==> src/rtl/two_point_touch_calibration_unit_defines.svh <==
// ----------------------------------------------------------------------------
// Touch calibration assertion macros
// Shared concurrent assertion forms, clocked on clk and disabled in reset.
// ----------------------------------------------------------------------------
`ifndef TWO_POINT_TOUCH_CALIBRATION_UNIT_DEFINES_SVH
`define TWO_POINT_TOUCH_CALIBRATION_UNIT_DEFINES_SVH

// same-cycle implication
`define TPC_ASSERT_HOLD(label, ante, cons, msg) \
	label: assert property (@(posedge clk) disable iff (!arst_n) (ante) |-> (cons)) \
		else $error(msg);

// next-cycle implication
`define TPC_ASSERT_NEXT(label, ante, cons, msg) \
	label: assert property (@(posedge clk) disable iff (!arst_n) (ante) |=> (cons)) \
		else $error(msg);

`endif

==> src/rtl/tpc_pkg.sv <==
// ----------------------------------------------------------------------------
// Touch calibration package
// Widths, reset values, codes and shared types of the calibration unit.
// ----------------------------------------------------------------------------
package tpc_pkg;

	localparam int COORD_BITS_DEF  = 12;
	localparam int FIXED_SCALE_DEF = 1000;

	localparam int DIM_W     = 12;
	localparam int MARGIN_W  = 10;
	localparam int LSPAN_W   = 14;
	localparam int COEF_W    = 32;
	localparam int MAP_W     = 12;
	localparam int PTS_W     = 2;
	localparam int CFG_IDX_W = 2;
	localparam int M_DATA_W  = ((2 * MAP_W + 7) / 8) * 8;
	localparam int M_USER_W  = 2 + PTS_W;

	localparam logic [MAP_W-1:0] MAP_MAX = 12'd4095;

	localparam logic [DIM_W-1:0]    SCREEN_WIDTH_RST  = 12'd800;
	localparam logic [DIM_W-1:0]    SCREEN_HEIGHT_RST = 12'd480;
	localparam logic [MARGIN_W-1:0] TARGET_MARGIN_RST = 10'd30;

	localparam logic [CFG_IDX_W-1:0] CFG_SCREEN_WIDTH  = 2'd0;
	localparam logic [CFG_IDX_W-1:0] CFG_SCREEN_HEIGHT = 2'd1;
	localparam logic [CFG_IDX_W-1:0] CFG_TARGET_MARGIN = 2'd2;

	localparam logic FUNC_SAMPLE  = 1'b0;
	localparam logic FUNC_RESTART = 1'b1;

	typedef enum logic [1:0] {
		ST_IDLE,
		ST_DECODE,
		ST_WAIT,
		ST_PUSH
	} tpc_state_t;

	typedef enum logic [2:0] {
		AX_IDLE,
		AX_MUL1,
		AX_LOAD,
		AX_DIV,
		AX_FIX,
		AX_MUL2,
		AX_DONE
	} axis_state_t;

	typedef struct packed {
		logic start;
		logic map_mode;
	} axis_ctl_t;

	typedef struct packed {
		logic busy;
		logic done;
	} axis_sts_t;

endpackage

==> src/rtl/two_point_touch_calibration_unit.sv <==
// ----------------------------------------------------------------------------
// Two-point touch calibration unit
// After reset or a restart word the first touch sample is taken as the raw
// reading of the target (margin, margin) and the second as that of
// (width - margin, height - margin); from them each axis gets a 32-bit slope
// and offset, and every later sample is mapped to a pixel clamped to 0..4095.
// Every input word gives one result word. A restart, a first point or a
// zero-span fault is answered without the axes; a mapped sample goes through
// one multiply and one divide, and the second calibration point through a
// multiply, a divide and a second multiply. Each axis has a bit-serial
// multiplier (one multiplier bit a cycle) and a restoring divider (one
// quotient bit a cycle); both axes run side by side. One word is in work at
// a time, and the next is taken while a result waits in the output register.
// ----------------------------------------------------------------------------
`include "two_point_touch_calibration_unit_defines.svh"

module two_point_touch_calibration_unit #(
	parameter int COORD_BITS  = tpc_pkg::COORD_BITS_DEF,
	parameter int FIXED_SCALE = tpc_pkg::FIXED_SCALE_DEF
) (
	input  logic                            clk,
	input  logic                            arst_n,
	input  logic                            s_tvalid,
	output logic                            s_tready,
	// raw_x, raw_y, zero fill
	input  logic [((2*COORD_BITS+7)/8)*8-1:0] s_tdata,
	// func
	input  logic                            s_tuser,
	output logic                            m_tvalid,
	input  logic                            m_tready,
	// mapped_x, mapped_y
	output logic [tpc_pkg::M_DATA_W-1:0]    m_tdata,
	// calibrated, points_taken, span_fault
	output logic [tpc_pkg::M_USER_W-1:0]    m_tuser,
	input  logic                            cfg_valid,
	output logic                            cfg_ready,
	input  logic [tpc_pkg::CFG_IDX_W-1:0]   cfg_index,
	input  logic [tpc_pkg::DIM_W-1:0]       cfg_data
);

	localparam int MAP_W  = tpc_pkg::MAP_W;
	localparam int PTS_W  = tpc_pkg::PTS_W;
	localparam int LSPAN_W = tpc_pkg::LSPAN_W;

	tpc_pkg::tpc_state_t state_q, state_d;

	logic [tpc_pkg::DIM_W-1:0]    screen_width_q, screen_height_q;
	logic [tpc_pkg::MARGIN_W-1:0] target_margin_q;

	logic                  func_q;
	logic [COORD_BITS-1:0] raw_x_q, raw_y_q;
	logic [COORD_BITS-1:0] first_point_x_q, first_point_y_q;
	logic [PTS_W-1:0]      point_count_q;
	logic                  map_mode_q;

	logic [MAP_W-1:0] res_x_q, res_y_q;
	logic             res_cal_q, res_fault_q;
	logic [PTS_W-1:0] res_pts_q;

	logic             m_tvalid_q;
	logic [MAP_W-1:0] out_x_q, out_y_q;
	logic             out_cal_q, out_fault_q;
	logic [PTS_W-1:0] out_pts_q;

	tpc_pkg::axis_ctl_t ax_ctl;
	tpc_pkg::axis_sts_t sts_x, sts_y;
	logic [MAP_W-1:0]   mapped_x_w, mapped_y_w;

	logic signed [LSPAN_W-1:0] lspan_x, lspan_y;
	logic             span_zero;
	logic             pc_we, fp_we, res_we, out_load;
	logic [PTS_W-1:0] pc_d, res_pts_d;
	logic [MAP_W-1:0] res_x_d, res_y_d;
	logic             res_cal_d, res_fault_d;

	assign lspan_x = $signed(LSPAN_W'(screen_width_q))
		- $signed(LSPAN_W'({target_margin_q, 1'b0}));
	assign lspan_y = $signed(LSPAN_W'(screen_height_q))
		- $signed(LSPAN_W'({target_margin_q, 1'b0}));
	assign span_zero = (raw_x_q == first_point_x_q) || (raw_y_q == first_point_y_q);

	tpc_axis #(
		.COORD_BITS (COORD_BITS),
		.FIXED_SCALE(FIXED_SCALE)
	) u_axis_x (
		.clk   (clk),
		.arst_n(arst_n),
		.ctl   (ax_ctl),
		.margin(target_margin_q),
		.lspan (lspan_x),
		.p0    (first_point_x_q),
		.raw   (raw_x_q),
		.sts   (sts_x),
		.mapped(mapped_x_w)
	);

	tpc_axis #(
		.COORD_BITS (COORD_BITS),
		.FIXED_SCALE(FIXED_SCALE)
	) u_axis_y (
		.clk   (clk),
		.arst_n(arst_n),
		.ctl   (ax_ctl),
		.margin(target_margin_q),
		.lspan (lspan_y),
		.p0    (first_point_y_q),
		.raw   (raw_y_q),
		.sts   (sts_y),
		.mapped(mapped_y_w)
	);

	assign cfg_ready = 1'b1;

	always_ff @(posedge clk or negedge arst_n) begin
		if (!arst_n) begin
			screen_width_q  <= tpc_pkg::SCREEN_WIDTH_RST;
			screen_height_q <= tpc_pkg::SCREEN_HEIGHT_RST;
			target_margin_q <= tpc_pkg::TARGET_MARGIN_RST;
		end else if (cfg_valid) begin
			unique case (cfg_index)
				tpc_pkg::CFG_SCREEN_WIDTH:  screen_width_q  <= cfg_data;
				tpc_pkg::CFG_SCREEN_HEIGHT: screen_height_q <= cfg_data;
				tpc_pkg::CFG_TARGET_MARGIN: target_margin_q <= cfg_data[tpc_pkg::MARGIN_W-1:0];
				default: begin
				end
			endcase
		end
	end

	always_ff @(posedge clk or negedge arst_n) begin
		if (!arst_n) begin
			state_q <= tpc_pkg::ST_IDLE;
		end else begin
			state_q <= state_d;
		end
	end

	always_comb begin
		state_d     = state_q;
		ax_ctl      = '0;
		pc_we       = 1'b0;
		pc_d        = point_count_q;
		fp_we       = 1'b0;
		res_we      = 1'b0;
		res_x_d     = '0;
		res_y_d     = '0;
		res_cal_d   = 1'b0;
		res_pts_d   = '0;
		res_fault_d = 1'b0;
		out_load    = 1'b0;
		unique case (state_q)
			tpc_pkg::ST_IDLE: begin
				if (s_tvalid) state_d = tpc_pkg::ST_DECODE;
			end
			tpc_pkg::ST_DECODE: begin
				if (func_q == tpc_pkg::FUNC_RESTART) begin
					pc_we   = 1'b1;
					pc_d    = 2'd0;
					res_we  = 1'b1;
					state_d = tpc_pkg::ST_PUSH;
				end else begin
					case (point_count_q)
						2'd0: begin
							fp_we     = 1'b1;
							pc_we     = 1'b1;
							pc_d      = 2'd1;
							res_we    = 1'b1;
							res_pts_d = 2'd1;
							state_d   = tpc_pkg::ST_PUSH;
						end
						2'd1: begin
							if (span_zero) begin
								// drop the first point and report the fault
								pc_we       = 1'b1;
								pc_d        = 2'd0;
								res_we      = 1'b1;
								res_fault_d = 1'b1;
								state_d     = tpc_pkg::ST_PUSH;
							end else begin
								ax_ctl.start    = 1'b1;
								ax_ctl.map_mode = 1'b0;
								state_d         = tpc_pkg::ST_WAIT;
							end
						end
						default: begin
							ax_ctl.start    = 1'b1;
							ax_ctl.map_mode = 1'b1;
							state_d         = tpc_pkg::ST_WAIT;
						end
					endcase
				end
			end
			tpc_pkg::ST_WAIT: begin
				if (sts_x.done && sts_y.done) begin
					res_we    = 1'b1;
					res_cal_d = 1'b1;
					res_pts_d = 2'd2;
					if (map_mode_q) begin
						res_x_d = mapped_x_w;
						res_y_d = mapped_y_w;
					end else begin
						pc_we = 1'b1;
						pc_d  = 2'd2;
					end
					state_d = tpc_pkg::ST_PUSH;
				end
			end
			tpc_pkg::ST_PUSH: begin
				// hold until the output register is free
				if (!m_tvalid_q || m_tready) begin
					out_load = 1'b1;
					state_d  = tpc_pkg::ST_IDLE;
				end
			end
			default: state_d = tpc_pkg::ST_IDLE;
		endcase
	end

	assign s_tready = (state_q == tpc_pkg::ST_IDLE);

	always_ff @(posedge clk or negedge arst_n) begin
		if (!arst_n) begin
			point_count_q   <= '0;
			first_point_x_q <= '0;
			first_point_y_q <= '0;
			map_mode_q      <= 1'b0;
			m_tvalid_q      <= 1'b0;
		end else begin
			if (pc_we) point_count_q <= pc_d;
			if (fp_we) begin
				first_point_x_q <= raw_x_q;
				first_point_y_q <= raw_y_q;
			end
			if (ax_ctl.start) map_mode_q <= ax_ctl.map_mode;
			if (out_load) begin
				m_tvalid_q <= 1'b1;
			end else if (m_tready) begin
				m_tvalid_q <= 1'b0;
			end
		end
	end

	always_ff @(posedge clk) begin
		if (s_tvalid && s_tready) begin
			func_q  <= s_tuser;
			raw_x_q <= s_tdata[COORD_BITS-1:0];
			raw_y_q <= s_tdata[2*COORD_BITS-1:COORD_BITS];
		end
		if (res_we) begin
			res_x_q     <= res_x_d;
			res_y_q     <= res_y_d;
			res_cal_q   <= res_cal_d;
			res_pts_q   <= res_pts_d;
			res_fault_q <= res_fault_d;
		end
		if (out_load) begin
			out_x_q     <= res_x_q;
			out_y_q     <= res_y_q;
			out_cal_q   <= res_cal_q;
			out_pts_q   <= res_pts_q;
			out_fault_q <= res_fault_q;
		end
	end

	assign m_tvalid = m_tvalid_q;
	assign m_tdata  = tpc_pkg::M_DATA_W'({out_y_q, out_x_q});
	assign m_tuser  = {out_fault_q, out_pts_q, out_cal_q};

	`TPC_ASSERT_HOLD(ax_lockstep_a, (sts_x.done || sts_y.done), (sts_x.done && sts_y.done), "axes out of step")
	`TPC_ASSERT_NEXT(ax_start_a, ax_ctl.start, (sts_x.busy && sts_y.busy), "axis ignored start")
	`TPC_ASSERT_HOLD(wait_busy_a, (state_q == tpc_pkg::ST_WAIT), sts_x.busy, "waiting on an idle axis")
	`TPC_ASSERT_HOLD(fault_word_a, (m_tvalid_q && out_fault_q), (!out_cal_q && out_pts_q == 2'd0), "fault word claims calibration")
	`TPC_ASSERT_HOLD(count_range_a, 1'b1, (point_count_q != 2'd3), "point count out of range")

endmodule

==> src/rtl/tpc_axis.sv <==
// ----------------------------------------------------------------------------
// Touch calibration axis datapath
// Bit-serial multiplier and restoring divider for one axis; forms slope and
// offset from two points, or maps a raw reading through them.
// ----------------------------------------------------------------------------
`include "two_point_touch_calibration_unit_defines.svh"

module tpc_axis #(
	parameter int COORD_BITS  = tpc_pkg::COORD_BITS_DEF,
	parameter int FIXED_SCALE = tpc_pkg::FIXED_SCALE_DEF
) (
	input  logic                              clk,
	input  logic                              arst_n,
	input  tpc_pkg::axis_ctl_t                ctl,
	input  logic [tpc_pkg::MARGIN_W-1:0]      margin,
	input  logic signed [tpc_pkg::LSPAN_W-1:0] lspan,
	input  logic [COORD_BITS-1:0]             p0,
	input  logic [COORD_BITS-1:0]             raw,
	output tpc_pkg::axis_sts_t                sts,
	output logic [tpc_pkg::MAP_W-1:0]         mapped
);

	localparam int FS_W  = $clog2(FIXED_SCALE + 1);
	localparam int MB_W  = (COORD_BITS > FS_W) ? COORD_BITS : FS_W;
	localparam int ACC_W = tpc_pkg::COEF_W + COORD_BITS + 1;
	localparam int CNT_W = $clog2(ACC_W + 1);
	localparam logic [MB_W-1:0]  FS_MB     = MB_W'(FIXED_SCALE);
	localparam logic [CNT_W-1:0] MUL_LAST  = CNT_W'(MB_W - 1);
	localparam logic [CNT_W-1:0] DIV_LAST  = CNT_W'(ACC_W - 1);
	localparam int COEF_W = tpc_pkg::COEF_W;
	localparam int MAP_W  = tpc_pkg::MAP_W;

	tpc_pkg::axis_state_t state_q, state_d;
	logic [CNT_W-1:0]  cnt_q;
	logic              map_q;
	logic [ACC_W-1:0]  acc_q, a_q, dvd_q;
	logic [MB_W-1:0]   b_q, dv_q, rem_q;
	logic [COEF_W-1:0] acc2_q, a2_q;
	logic              neg_q, psneg_q;
	logic [COEF_W-1:0] slope_q, offset_q;
	logic [MAP_W-1:0]  mapped_q;

	logic [ACC_W-1:0]  acc_nx, acc_mag;
	logic [COEF_W-1:0] acc2_nx, q32, slope_nx;
	logic [MB_W:0]     r2, r_diff;
	logic              ge;
	logic [MB_W-1:0]   rem_nx;
	logic [COORD_BITS-1:0] pdiff;
	logic [MAP_W-1:0]  map_nx;

	// shift-add step: one multiplier bit per cycle, subtract while forming the offset
	always_comb begin
		acc_nx = acc_q;
		if (b_q[0]) begin
			if (state_q == tpc_pkg::AX_MUL2) begin
				acc_nx = acc_q - a_q;
			end else begin
				acc_nx = acc_q + a_q;
			end
		end
	end

	assign acc2_nx = b_q[0] ? (acc2_q + a2_q) : acc2_q;
	assign acc_mag = acc_q[ACC_W-1] ? (~acc_q + 1'b1) : acc_q;

	// restoring division, one quotient bit per cycle
	assign r2     = {rem_q, dvd_q[ACC_W-1]};
	assign r_diff = r2 - {1'b0, dv_q};
	assign ge     = (r2 >= {1'b0, dv_q});
	assign rem_nx = ge ? r_diff[MB_W-1:0] : r2[MB_W-1:0];

	assign q32      = dvd_q[COEF_W-1:0];
	assign slope_nx = (neg_q ^ psneg_q) ? (~q32 + 1'b1) : q32;
	assign pdiff    = (raw >= p0) ? (raw - p0) : (p0 - raw);

	always_comb begin
		if (neg_q) begin
			map_nx = '0;
		end else if (|dvd_q[ACC_W-1:MAP_W]) begin
			map_nx = tpc_pkg::MAP_MAX;
		end else begin
			map_nx = dvd_q[MAP_W-1:0];
		end
	end

	always_ff @(posedge clk or negedge arst_n) begin
		if (!arst_n) begin
			state_q <= tpc_pkg::AX_IDLE;
		end else begin
			state_q <= state_d;
		end
	end

	always_comb begin
		state_d = state_q;
		unique case (state_q)
			tpc_pkg::AX_IDLE: begin
				if (ctl.start) state_d = tpc_pkg::AX_MUL1;
			end
			tpc_pkg::AX_MUL1: begin
				if (cnt_q == '0) state_d = tpc_pkg::AX_LOAD;
			end
			tpc_pkg::AX_LOAD: state_d = tpc_pkg::AX_DIV;
			tpc_pkg::AX_DIV: begin
				if (cnt_q == '0) state_d = tpc_pkg::AX_FIX;
			end
			tpc_pkg::AX_FIX: begin
				state_d = map_q ? tpc_pkg::AX_DONE : tpc_pkg::AX_MUL2;
			end
			tpc_pkg::AX_MUL2: begin
				if (cnt_q == '0) state_d = tpc_pkg::AX_DONE;
			end
			tpc_pkg::AX_DONE: state_d = tpc_pkg::AX_IDLE;
			default: state_d = tpc_pkg::AX_IDLE;
		endcase
	end

	always_ff @(posedge clk or negedge arst_n) begin
		if (!arst_n) begin
			cnt_q    <= '0;
			map_q    <= 1'b0;
			slope_q  <= '0;
			offset_q <= '0;
		end else begin
			unique case (state_q)
				tpc_pkg::AX_IDLE: begin
					if (ctl.start) begin
						map_q <= ctl.map_mode;
						cnt_q <= MUL_LAST;
					end
				end
				tpc_pkg::AX_MUL1, tpc_pkg::AX_DIV, tpc_pkg::AX_MUL2: begin
					cnt_q <= cnt_q - 1'b1;
				end
				tpc_pkg::AX_LOAD: cnt_q <= DIV_LAST;
				tpc_pkg::AX_FIX: begin
					cnt_q <= MUL_LAST;
					if (!map_q) slope_q <= slope_nx;
				end
				tpc_pkg::AX_DONE: begin
					if (!map_q) offset_q <= acc_q[COEF_W-1:0];
				end
				default: cnt_q <= '0;
			endcase
		end
	end

	always_ff @(posedge clk) begin
		unique case (state_q)
			tpc_pkg::AX_IDLE: begin
				if (ctl.start) begin
					acc2_q <= '0;
					a2_q   <= COEF_W'(margin);
					if (ctl.map_mode) begin
						a_q   <= ACC_W'($signed(slope_q));
						b_q   <= MB_W'(raw);
						acc_q <= ACC_W'($signed(offset_q));
						dv_q  <= FS_MB;
					end else begin
						a_q     <= ACC_W'(lspan);
						b_q     <= FS_MB;
						acc_q   <= '0;
						dv_q    <= MB_W'(pdiff);
						psneg_q <= (raw < p0);
					end
				end
			end
			tpc_pkg::AX_MUL1: begin
				acc_q  <= acc_nx;
				acc2_q <= acc2_nx;
				a_q    <= {a_q[ACC_W-2:0], 1'b0};
				a2_q   <= {a2_q[COEF_W-2:0], 1'b0};
				b_q    <= {1'b0, b_q[MB_W-1:1]};
			end
			tpc_pkg::AX_LOAD: begin
				dvd_q <= acc_mag;
				neg_q <= acc_q[ACC_W-1];
				rem_q <= '0;
			end
			tpc_pkg::AX_DIV: begin
				rem_q <= rem_nx;
				dvd_q <= {dvd_q[ACC_W-2:0], ge};
			end
			tpc_pkg::AX_FIX: begin
				if (map_q) begin
					mapped_q <= map_nx;
				end else begin
					// offset starts from scale * margin, then takes off slope * p0
					a_q   <= ACC_W'($signed(slope_nx));
					b_q   <= MB_W'(p0);
					acc_q <= ACC_W'($signed(acc2_q));
				end
			end
			tpc_pkg::AX_MUL2: begin
				acc_q <= acc_nx;
				a_q   <= {a_q[ACC_W-2:0], 1'b0};
				b_q   <= {1'b0, b_q[MB_W-1:1]};
			end
			default: begin
			end
		endcase
	end

	assign sts.busy = (state_q != tpc_pkg::AX_IDLE);
	assign sts.done = (state_q == tpc_pkg::AX_DONE);
	assign mapped   = mapped_q;

	`TPC_ASSERT_HOLD(ax_div_nonzero_a, (state_q == tpc_pkg::AX_DIV), (dv_q != '0), "axis divides by zero")

endmodule

==> config.mk <==
export PLATFORM = sky130hd
export DESIGN_NAME = two_point_touch_calibration_unit
export DESIGN_NICKNAME = d
export VERILOG_FILES = /design/src/rtl/tpc_pkg.sv /design/src/rtl/two_point_touch_calibration_unit.sv /design/src/rtl/tpc_axis.sv
export VERILOG_INCLUDE_DIRS = /design/src /design/src/rtl
export SDC_FILE = /design/constraint.sdc
export NUM_CORES = 2
export LEC_CHECK = 0
export BUFFER_PORTS_ARGS = -buffer_cell sky130_fd_sc_hd__clkbuf_2
export CAP_MARGIN = 10
export CORE_ASPECT_RATIO = 0.9
export CORE_MARGIN = 4
export CORE_UTILIZATION = 61
export DETAILED_ROUTE_END_ITERATION = 10
export GPL_ROUTABILITY_DRIVEN = 0
export PLACE_DENSITY = 0.82
export SETUP_SLACK_MARGIN = 0.4
export SLEW_MARGIN = 20
export SYNTH_ARGS = -nofsm -noshare
export SYNTH_HDL_FRONTEND = slang
export SYNTH_SLANG_ARGS = --single-unit
==> constraint.sdc <==
create_clock -name clk -period 10.3 [get_ports clk]
set_input_delay 3.09 -clock clk [delete_from_list [all_inputs] [get_ports clk]]
set_output_delay 3.09 -clock clk [all_outputs]
set_load 0.1 [all_outputs]
==> key figures <==
Clocking
  • Worst-path clk slew: 0.06 ns
  • PostCTS Resize Cnt: 0
  • CTS max path bufs: 3
  • Htree depth: 3
  • Sink Count: 791
  • Worst-Skew Late Latency: 0.65 ns
  • Root Driver: clkbuf_16
  • Post-CTS setup repair buffer count: 0
  • TritonCTS Buffers: 82
  • Post-CTS Hold Buffers: 0
  • CTS tree: done

Critical path
  • Worst setup startpoint: u_axis_y.state_q[0]
  • Internal reg-to-reg setup slack: 3.71 ns
  • FF-to-FF path depth: 17
  • Worst path cell trace: inv_1, nor2_4, buf_4, nand2_1, nand2_1, o21ai_0, fa_1, nand2b_1, a21oi_1, o211ai_1, a2111oi_0, nor2_1, o21ai_0, o41a_1, a21oi_1, xor2_1, o21ai_0
  • Startpoint Class: register
  • Worst Setup End Kind: register
  • Kind of critical path: register to register
  • Worst reg2reg endpoint: u_axis_y.acc_q[38]
  • Top cell by count, worst path: o21ai_0
  • CP max-delay cell: a2111oi_0
  • Worst Path Required: 10.68 ns
  • RR Startpoint: u_axis_y.state_q[0]
  • WP data arrival: 6.97 ns
  • Worst setup path end: u_axis_y.acc_q[38]
  • Max FO, Critical Path: 61
  • Slowest stage delay, CP: 0.93 ns

Synthesis
  • Netlist Area Pre-Place: 0.0481 mm²
  • YS warnings: 0
  • Asr flop ratio synth: 26.8%
  • Dominant cell type by area after synthesis: edfxtp_1
  • Yosys reg bits: 791
  • EDFF count, synth: 579
  • Main synth FF type: edfxtp_1
  • Syn_nets: 5114
  • Cells after synthesis: 4804
  • Seq/Total Area, Yosys: 47.2%
  • Syn Area/Cell: 10.0 µm²
  • Post-synth cell types: 81
  • Area contributors post-synth: edfxtp_1, dfrtp_1, ha_1, o21ai_0, xor2_1
  • Area share of the largest cell type after synthesis: 36.2%

Die
  • Rows: 97
  • Core box area: 0.0780 mm²
  • Die Ht: 274 µm
  • Die width: 304 µm
  • Die area: 0.0834 mm²
  • I/O pin count: 75
  • Starting Density: 61.6%

Detailed routing
  • # DRC: 0
  • Avg WL per Cell: 20.7 µm
  • DRT iter0 DRCs: 4604
  • Post-route ant nets: 0
  • Via density: 6.46
  • Pre-antenna DRT Iters: 7
  • DR vias: 38152
  • Final WL: 122000 µm

Finish
  • Register area: 0.0227 mm²
  • Fillers: 5754
  • Area grow syn2layout: 8.90%
  • Footprint of the multi-input gates: 0.0239 mm²
  • Layout cells sized above 1: 8.82%
  • Nets: 5103

Global route
  • All-Layer GR Usage: 28.5%
  • Largest net degree at the start of global routing: 89
  • Initial antenna violation count: 5
  • Congestion Overflow GR: 0
  • Vias in the first global route: 35922
  • First-pass GRT wire length: 194000 µm

Run
  • Max_cap viols: 0

STA
  • Max Clk Rate: 152 MHz
  • Fin crit period: 6.59 ns
  • Hold slack: 0.417 ns
  • Worst-Margin Slew: 1.10 ns
  • # setup viols final: 0
  • Worst rel slew slack: 26.8%
  • Final Hold Vio Count: 0
  • Max Clock Skew: 0.0379 ns
  • Setup TNS: 0 ns
  • Tcrit/Tclk final: 64.0%
  • Final Max Tran Viols: 0
  • Unrepaired setup endpoints after global routing: false

Placement
  • Number of port buffers: 73
  • DP Wirelength: 85500 µm

Status
  • Status: finished clean

Worst hold path
  • Hold WC Path Type: register to register
==> cells in the mapped netlist (all sizes together) (50+ instances only) <==
| cell | count |
|---|---|
| nor2 | 373 |
| a21oi | 283 |
| nand2b | 50 |
| o31ai | 57 |
| nand3 | 57 |
| or3 | 54 |
| nor3 | 80 |
| inv | 200 |
| a22oi | 103 |
| edfxtp | 579 |
| o21ai | 454 |
| dfrtp | 201 |
| nand2 | 494 |
| xor2 | 229 |
| mux2 | 104 |
| and2 | 67 |
| ha | 254 |
| a21o | 111 |
| clkbuf | 209 |
| xnor2 | 187 |
==> placed cells by master, fill, tap and decap left out, types with 18 or more instances in the layout <==
| cell type | n |
|---|---|
| and2_1 | 65 |
| nand2_1 | 493 |
| o211ai_1 | 49 |
| inv_1 | 198 |
| clkbuf_2 | 72 |
| xor2_1 | 229 |
| o31ai_1 | 57 |
| and3_1 | 45 |
| mux2i_1 | 38 |
| ha_1 | 254 |
| mux2_2 | 104 |
| o21a_1 | 26 |
| clkbuf_1 | 20 |
| nor3_1 | 76 |
| a22oi_1 | 103 |
| a21oi_1 | 283 |
| o21bai_1 | 31 |
| a222oi_1 | 27 |
| a211oi_1 | 19 |
| nand3_1 | 57 |
| o41ai_1 | 21 |
| edfxtp_1 | 579 |
| nor2_1 | 363 |
| nor4_1 | 30 |
| o221ai_1 | 18 |
| o21ai_0 | 449 |
| nor2b_1 | 45 |
| or3_1 | 54 |
| clkbuf_16 | 84 |
| or4_1 | 28 |
| a21o_1 | 111 |
| xnor2_1 | 186 |
| nand2b_1 | 49 |
| buf_4 | 54 |
| dfrtp_1 | 201 |
| a31oi_1 | 32 |
| nand4_1 | 38 |
==> kinds of logic (layout without fill, tap and decap cells) <==
logic type                 after synthesis  in the layout  synth area share, %
other                                    1              4              0.00780
muxes                                  142            142                 3.23
DFF                                    791            791                 47.2
AOI/OAI and AO/OA                     1346           1346                 17.7
adders and majority gates              266            266                 7.11
xor gates and xnor gates               416            416                 7.58
and+or+nand+nor                       1418           1418                 13.9
buffers and inverters                  424            482                 3.34
==> registers in the layout, indices dropped and copies added, names as in the netlist, 32 cells and up <==
register           cells
u_axis_x.a2_q         32
u_axis_x.a_q          45
u_axis_x.acc2_q       32
u_axis_x.acc_q        45
u_axis_x.dvd_q        45
u_axis_x.offset_q     32
u_axis_x.slope_q      32
u_axis_y.a2_q         32
u_axis_y.a_q          45
u_axis_y.acc2_q       32
u_axis_y.acc_q        45
u_axis_y.dvd_q        45
u_axis_y.offset_q     32
u_axis_y.slope_q      32
==> metal layers <==
layer / part of all wire (%) / global-route usage [%] / routed length, µm
met1: 43 / 42.4 / 52000
met2: 42 / 41.9 / 51600
met3: 13 / 7.76 / 15900
met4: 2.2 / 6.66 / 2670
met5: 0.028 / 0 / 34
==> worst max-delay path: cells and delay by family, from the launching register on <==
| kind | cells | cell delay, ns |
|---|---|---|
| buffers and inverters | 2 | 0.94 |
| AOI/OAI and AO/OA | 8 | 2.41 |
| and+or+nand+nor | 5 | 1.45 |
| DFF | 1 | 0.85 |
| xor gates and xnor gates | 1 | 0.14 |
| adders and majority gates | 1 | 0.51 |
==> final cells by class <==
type                    instances  share of cell area (%)
repair buffers                129                    1.54
flip-flops and latches        791                    43.4
multi-input cells            3589                    45.6
inverters                     200                    1.43
clock inverters                32                   0.920
diodes                          3                  0.0143
well taps                    1039                    2.48
clock buffers                 121                    4.60
==> worst min-delay path by stage <==
stage	start	end	depth (start not counted)
floorplan	res_cal_q	out_cal_q	0
global placement	res_pts_q[1]	out_pts_q[1]	0
detailed placement	res_y_q[2]	out_y_q[2]	0
CTS	res_y_q[2]	out_y_q[2]	0
finish	res_y_q[11]	out_y_q[11]	0
global route	res_y_q[11]	out_y_q[11]	0
==> through the flow <==
stage          instance area (µm²)  setup WS (ns)  instances  utilization (%)
5_1_grt                      52400           3.15       5901             67.1
3_3_place_gp                 49400           4.14       5745             63.3
3_5_place_dp                 49400           3.90       5745             63.3
2_1_floorplan                48100           2.79       4804                -
4_1_cts                      52300           3.87       5898             67.0
6_report                     52400           3.71       5904             67.1
Power is not shown: default switching activity piles up to over one toggle a cycle in this logic, so the estimate is an artifact.
